$ cat config.mk
export PLATFORM = sky130hd
export DESIGN_NAME = sts_mul
export DESIGN_NICKNAME = d
export VERILOG_FILES = /design/src/rtl/core/sts_pkg.sv /design/src/rtl/core/sts_mul.sv
export SDC_FILE = /design/constraint.sdc
export NUM_CORES = 2
export LEC_CHECK = 0
export ABC_CLOCK_PERIOD_IN_PS = 13300
export BUFFER_PORTS_ARGS = -buffer_cell sky130_fd_sc_hd__buf_4
export CELL_PAD_IN_SITES_DETAIL_PLACEMENT = 1
export CELL_PAD_IN_SITES_GLOBAL_PLACEMENT = 2
export CORE_ASPECT_RATIO = 0.7
export CORE_MARGIN = 2
export CORE_UTILIZATION = 44
export CTS_CLUSTER_SIZE = 10
export DETAILED_ROUTE_END_ITERATION = 6
export PLACE_DENSITY = 0.95
export SYNTH_ARGS = -nofsm -noshare
export SYNTH_HDL_FRONTEND = slang
export SYNTH_SLANG_ARGS = --single-unit
$ cat constraint.sdc
create_clock -name i_clk -period 13.3 [get_ports i_clk]
set_input_delay 1.995 -clock i_clk [delete_from_list [all_inputs] [get_ports i_clk]]
set_output_delay 1.995 -clock i_clk [all_outputs]
set_load 0.02 [all_outputs]
$ cat src/rtl/core/sts_pkg.sv
// Shared types, codes and arithmetic helpers for the simplex tableau solver.
package sts_pkg;

    localparam int VALUE_BITS = 48;
    localparam int ROWS       = 8;
    localparam int COLS       = 16;
    localparam int ROW_W      = 3;
    localparam int COL_W      = 4;
    localparam int ADDR_W     = ROW_W + COL_W;
    localparam int DEPTH      = ROWS * COLS;

    typedef logic signed [VALUE_BITS-1:0] t_value;

    localparam t_value VMAX = {1'b0, {(VALUE_BITS-1){1'b1}}};
    localparam t_value VMIN = {1'b1, {(VALUE_BITS-1){1'b0}}};

    // command codes (tuser)
    localparam logic [1:0] CMD_WRITE = 2'd0;
    localparam logic [1:0] CMD_SOLVE = 2'd1;
    localparam logic [1:0] CMD_READ  = 2'd2;

    // solve status codes
    localparam logic [1:0] ST_OPTIMAL   = 2'd0;
    localparam logic [1:0] ST_UNBOUNDED = 2'd1;
    localparam logic [1:0] ST_LIMIT     = 2'd2;

    // configuration register indexes
    localparam logic [1:0] CFG_ROWS  = 2'd0;
    localparam logic [1:0] CFG_COLS  = 2'd1;
    localparam logic [1:0] CFG_LIMIT = 2'd2;

    // tableau memory access for one cycle
    typedef struct packed {
        logic              we;
        logic [ADDR_W-1:0] waddr;
        t_value            wdata;
        logic [ADDR_W-1:0] raddr_a;
        logic [ADDR_W-1:0] raddr_b;
    } t_mem_req;

    function automatic logic [VALUE_BITS-1:0] mag(input t_value v);
        mag = v[VALUE_BITS-1] ? VALUE_BITS'(-v) : VALUE_BITS'(v);
    endfunction

    // saturating a - b
    function automatic t_value sub_sat(input t_value a, input t_value b);
        logic signed [VALUE_BITS:0] d;
        d = {a[VALUE_BITS-1], a} - {b[VALUE_BITS-1], b};
        if (d[VALUE_BITS] != d[VALUE_BITS-1]) begin
            sub_sat = d[VALUE_BITS] ? VMIN : VMAX;
        end else begin
            sub_sat = d[VALUE_BITS-1:0];
        end
    endfunction

endpackage

$ cat src/rtl/core/sts_mul.sv
// Multi-cycle Q32.16 multiplier: 16 bits of one operand per cycle.
module sts_mul (
    input  logic            i_clk,
    input  logic            i_rst_n,
    input  logic            i_start,
    input  sts_pkg::t_value i_a,
    input  sts_pkg::t_value i_b,
    output logic            o_done,
    output sts_pkg::t_value o_prod
);

    localparam int VB = sts_pkg::VALUE_BITS;
    localparam int PB = 2 * VB;
    localparam int NSTEP = VB / 16;

    logic [VB-1:0] r_a;
    logic [VB-1:0] r_b;
    logic [PB-1:0] r_acc;
    logic          r_neg;
    logic          r_busy;
    logic          r_done;
    logic [2:0]    r_k;

    logic [VB+15:0]  part;
    logic [PB-17:0]  p;

    assign part = (VB+16)'(r_a) * (VB+16)'(r_b[VB-1:VB-16]);
    assign p    = r_acc[PB-1:16];

    always_ff @(posedge i_clk) begin
        if (!i_rst_n) begin
            r_busy <= 1'b0;
            r_done <= 1'b0;
            r_k    <= '0;
        end else begin
            r_done <= 1'b0;
            if (i_start) begin
                r_a    <= sts_pkg::mag(i_a);
                r_b    <= sts_pkg::mag(i_b);
                r_neg  <= i_a[VB-1] ^ i_b[VB-1];
                r_acc  <= '0;
                r_k    <= 3'(NSTEP);
                r_busy <= 1'b1;
            end else if (r_busy) begin
                r_acc <= (r_acc << 16) + PB'(part);
                r_b   <= r_b << 16;
                r_k   <= r_k - 3'd1;
                if (r_k == 3'd1) begin
                    r_busy <= 1'b0;
                    r_done <= 1'b1;
                end
            end
        end
    end

    always_comb begin
        if (r_neg) begin
            if (p[PB-17:VB] != '0 || (p[VB-1] && p[VB-2:0] != '0)) begin
                o_prod = sts_pkg::VMIN;
            end else begin
                o_prod = -$signed(p[VB-1:0]);
            end
        end else begin
            if (p[PB-17:VB-1] != '0) begin
                o_prod = sts_pkg::VMAX;
            end else begin
                o_prod = $signed(p[VB-1:0]);
            end
        end
    end

    assign o_done = r_done;

endmodule
== Word-level counts from Yosys, hierarchy flattened ==
Index checks and enable logic that the tools add are counted.
Operators by class
  add/subtract/negate cells: 5
  multiply operators: 1
  eq/ne operators: 1
  multiplexer cells: 14
  bitwise gates (word level): 3
  reduce and logical (&&, ||, !) cells: 10
Operators with widths (number)
  48-bit two-way mux: 6
  48-bit negation: 3
  96-bit by 64-bit adder with 96-bit output: 1
  96-bit two-way mux: 1
  48-bit by 16-bit multiplier with 64-bit output: 1
  47-bit two-way mux: 1
  47-bit nonzero test: 1
  33-bit nonzero test: 1
  32-bit nonzero test: 1
  1-bit two-way mux: 4
  2-bit two-way mux: 2
  2-bit AND reduction: 2
  3-bit by 1-bit equality test with 1-bit output (second input constant): 1
  3-bit OR reduction: 1
  3-bit by 1-bit subtractor with 3-bit output (second input constant): 1
  1-bit inverter: 2
  2-bit nonzero test: 1
  2-bit OR reduction: 1
  1-bit logical AND: 1
  1-bit logical OR: 1
  1-bit bitwise XOR: 1
Word-level totals
  register bits: 198
  input bits: 99
  word-level logic and storage cells: 43

== Depth between registers and ports, before layout ==
  depth after elaboration: 5
  gate-level depth with buffers: 26
  depth with buffers taken out: 24

== Worst setup path before layout ==
Ideal clock, no wire load.
  kind: reg-to-reg
  from: register r_b[33]
  to: register r_acc[85], data pin
  setup time: 0.147 ns
  arrival time: 6.982 ns
  required time: 13.153 ns
  path slack: 6.171 ns
  cell stages (with the launch flop): 27
  buffers on the path: 3
  period minus slack after synthesis: 7.129 ns
  cells stage by stage: edfxtp_1 clkbuf_1 clkbuf_1 nand2_1 fa_1 inv_1 fa_1 inv_1 fa_1 inv_1 fa_1 fa_1 inv_1 fa_1 inv_1 ha_1 clkbuf_1 nand2_1 o21a_1 nor2_1 a211oi_1 a2111oi_0 a21oi_1 a2111oi_1 nor2_1 or4_1 a21oi_1
Between the ends
  longest elaborated chain between the ends: 3
Ends and longest elaborated chain
  start, declared: RTL line sts_mul.sv:17  | logic [VB-1:0] r_b;
  start signal, assigned: RTL line sts_mul.sv:39  | r_b <= sts_pkg::mag(i_b);
  start signal, assigned: RTL line sts_mul.sv:46  | r_b <= r_b << 16;
  48-bit by 16-bit multiplier with 64-bit output: RTL line sts_mul.sv:27  | assign part = (VB+16)'(r_a) * (VB+16)'(r_b[VB-1:VB-16]);
  96-bit by 64-bit adder with 96-bit output: RTL line sts_mul.sv:45  | r_acc <= (r_acc << 16) + PB'(part);
  96-bit two-way mux: RTL line sts_mul.sv:44  | end else if (r_busy) begin
  end signal, assigned: RTL line sts_mul.sv:45
  end, declared: RTL line sts_mul.sv:18  | logic [PB-1:0] r_acc;
Every way passes these cells. The select of a mux whose other input is x is not followed.
A chain may end at the register's enable or synchronous reset.

== Worst setup path in the final report ==
  from: register r_b[34]
  to: register r_acc[85], data pin
Same word-level chain as after synthesis.

==> key figures <==
Outcome
  – Run status: completed

STA
  – Worst Max-Slew Pin Slew: 1240 ps
  – Final Cycle Share: 0.671
  – Highest clock rate: around 110 MHz
  – Final hold violations: 0
  – Final min period: 8920 ps
  – Max transition margin: 0.175
  – Max Slew Vio Count: 0
  – Unrepaired setup endpoints after global routing: no
  – Hold WS: 574 ps
  – Final setup vio count: 0
  – TNS Setup: 0 ps
  – Fin worst setup slack: between 4000 and 5000 ps
  – Clk_skew: 23.2 ps

Yosys
  – Synth Area in XOR/XNOR: 0.0416
  – #FFs+latches synth: 198
  – EDFF count, synth: 193
  – Synth Area in Adders: 0.426
  – Post-Synthesis Cells: 4171
  – Cell taking the most area after synthesis: fa_1
  – Largest family of logic cells by synthesized area: adder cells
  – Post-synthesis mux area share: 0.00240
  – Main area contributors after synthesis: fa_1 (37%), edfxtp_1 (16%), inv_1 (8.8%), nand2_1 (6.7%), ha_1 (5.3%)
  – Post-Syn Area: 37100 sq um
  – Ys flop type: edfxtp_1
  – Ys Warns: 0
  – Cell variety after synth: 88
  – Syn nets: 5117
  – Yosys top cell area share: 0.373
  – Mapped Avg Cell Area: 8.89 sq um
  – Complex-gate fraction of the synthesized area: 0.0795
  – Synth async-reset ratio: 0
  – Post-synthesis simple-gate area fraction: 0.180
  – Register area share after synthesis: 0.159

Floorplanning
  – Die H: 247 um
  – Starting density of the core: 0.442
  – # rows: a little under 90
  – CORE AREA: 83900 sq um
  – I/O pin cnt: 148
  – Die Area: 86600 sq um
  – Chip Width: about 350 um

Drt
  – Via-to-Cell Ratio: 5.50
  – Routed wire length: 116000 um
  – Antenna Nets Post-Route: 0
  – Wire length per cell: 21.9 um
  – Residual DRC: 0
  – DR pass1 iterations: 5
  – Via count: 29100
  – DRT iter0 DRCs: a little over 2000

Job
  – Max-cap violations: 0

Global route
  – Congestion Overflow GR: 0
  – First-pass GRT wire length: between 150000 and 200000 um
  – Pin count of the biggest net entering global routing: between 80 and 90
  – GRT Util Overall: 0.278
  – Initial antenna violation count: 2
  – Vias in the first global route: 32100

CTS
  – Clk sinks: approximately 200
  – H-tree Lvls: 4
  – Hold_buf cts: 0
  – Clk Latency, worst-skew pair: 520 ps
  – Post-CTS Resized: 0
  – CTS Buffer Depth: 2
  – CTS clk-pin slew, worst paths: 100 ps
  – CTS buffer count: 17
  – Post-CTS setup buffers: 0
  – Root Driver: clkbuf_16
  – CTS tree: built

Worst setup path
  – Type of origin of the critical path: flip-flop
  – CP max-delay cell: nor4_1
  – Critical path type: flip-flop to flip-flop
  – Crit end category: flip-flop
  – Largest stage delay, worst path: 730 ps
  – Critical path cell sequence: buf_4 -> nand2_1 -> fa_1 -> inv_1 -> fa_1 -> inv_1 -> fa_1 -> inv_1 -> fa_1 -> fa_1 -> inv_1 -> fa_1 -> inv_1 -> ha_1 -> and4_1 -> nand3_1 -> nor4_1 -> nand2_1 -> a211oi_1 -> o21ai_1 -> a2111oi_1 -> nor2_1 -> or4_1 -> a21oi_1
  – Critical-path maximum fanout: 48
  – CP arrival: a little over 9000 ps
  – Critical path required time: 13650 ps
  – Most used cell, CP: fa_1

Placed design
  – IO Port Bufs: 147
  – Routability cong.: 0.950
  – DP HPWL: 92500 um
  – Pre-CTS setup slack: roughly 4600 ps

Layout
  – Area grow syn2layout: 6.68%
  – Nets: 5088
  – Final core occ: 0.472
  – Antenna fix cells: 0
  – Share of cells above drive strength 1: 0.0609

Hold path
  – Hold/Removal Path Class: flip-flop to flip-flop
final cells by class:
| class | count | area (sq um) |
|---|---|---|
| multi-input combinational | 2877 | 27000 |
| clock buffer | 17 | 425 |
| clock inverter | 15 | 185 |
| tap | 1137 | 1420 |
| sequential | 198 | 5900 |
| timing repair buffer | 173 | 1300 |
| inverter | 875 | 3290 |
| fill | 9823 | 44300 |
state kept, by name (all words and copies together) (netlist names):
register  count
r_acc        96
r_a          48
r_b          48
r_k           3
o_done        1
r_busy        1
r_neg         1
metrics by stage:
stage	instances	area [sq um]
5_1_grt	5292	39600
4_1_cts	5292	39600
3_5_place_dp	5260	38900
6_report	5292	39600
3_3_place_gp	5260	38900
2_1_floorplan	4171	37100
cell usage after synthesis, drive strengths merged, types with 37 or more instances:
library cell	number
xor2	72
edfxtp	193
a21oi	125
nor3	51
o31ai	37
nand2	669
o311ai	37
inv	874
and2	273
o21ai	108
fa	690
ha	157
xnor2	104
clkbuf	199
nor2	180
critical path: cells and delay by family (launching register included):
kind	cells	cell delay, ps
flip-flops	1	340
AO/OA/AOI/OAI	4	1690
adder cells (fa/ha/maj)	7	3530
buffers and inverters	6	780
AND/OR/NAND/NOR	7	2330
per-layer routing:
metal | GRT usage | up-vias | part of all wire | wire (um)
li1 | - | 12800 | - | -
met1 | 0.383 | 15400 | 0.44 | 50600
met2 | 0.465 | 760 | 0.49 | 56800
met3 | 0.0329 | 167 | 0.050 | 5850
met4 | 0.0720 | 2 | 0.023 | 2710
met5 | 0 | - | 0.00011 | 13
final timing paths:
path / from / to / slack, ps / depth (start not counted)
worst min-delay path: r_b[16] / r_b[32] / 570 / 1
worst max-delay path: r_b[34] / r_acc[85] / 4380 / 24
worst max register to register: r_b[34] / r_acc[85] / 4380 / 24
worst min register to register: r_b[16] / r_b[32] / 570 / 1
cells in the final DEF (no fill, tap or decap), drive strengths merged, types with 8 or more instances in the layout:
cell type | netlist | layout
or2 | 14 | 14
or3 | 31 | 31
nor4 | 32 | 32
nand4 | 32 | 32
or4 | 25 | 25
inv | 874 | 878
o311ai | 37 | 37
o21bai | 8 | 8
clkbuf | 199 | 17
o21a | 13 | 13
nor2b | 17 | 17
nand3 | 27 | 27
and2 | 273 | 273
a31oi | 10 | 10
nand2 | 669 | 669
clkinv | 1 | 11
nand2b | 15 | 15
buf | 22 | 173
o21ai | 108 | 108
nor2 | 180 | 180
edfxtp | 193 | 193
o41ai | 13 | 13
ha | 157 | 157
fa | 690 | 690
a21o | 33 | 33
and3 | 18 | 18
nor3 | 51 | 51
a21oi | 125 | 125
xnor2 | 104 | 104
o31ai | 37 | 37
xor2 | 72 | 72
cells by family (layout without fill, tap and decap cells):
family / count (synthesis) / after routing
AO/OA/AOI/OAI: 446 / 446
multiplexers: 8 / 8
XOR/XNOR: 176 / 176
buffers and inverters: 1096 / 1080
adder cells (fa/ha/maj): 847 / 847
flip-flops: 198 / 198
AND/OR/NAND/NOR: 1400 / 1400
Power is left out: the tool's default activity adds up to more than one toggle a clock period on the data nets, which glitch-free logic cannot reach.
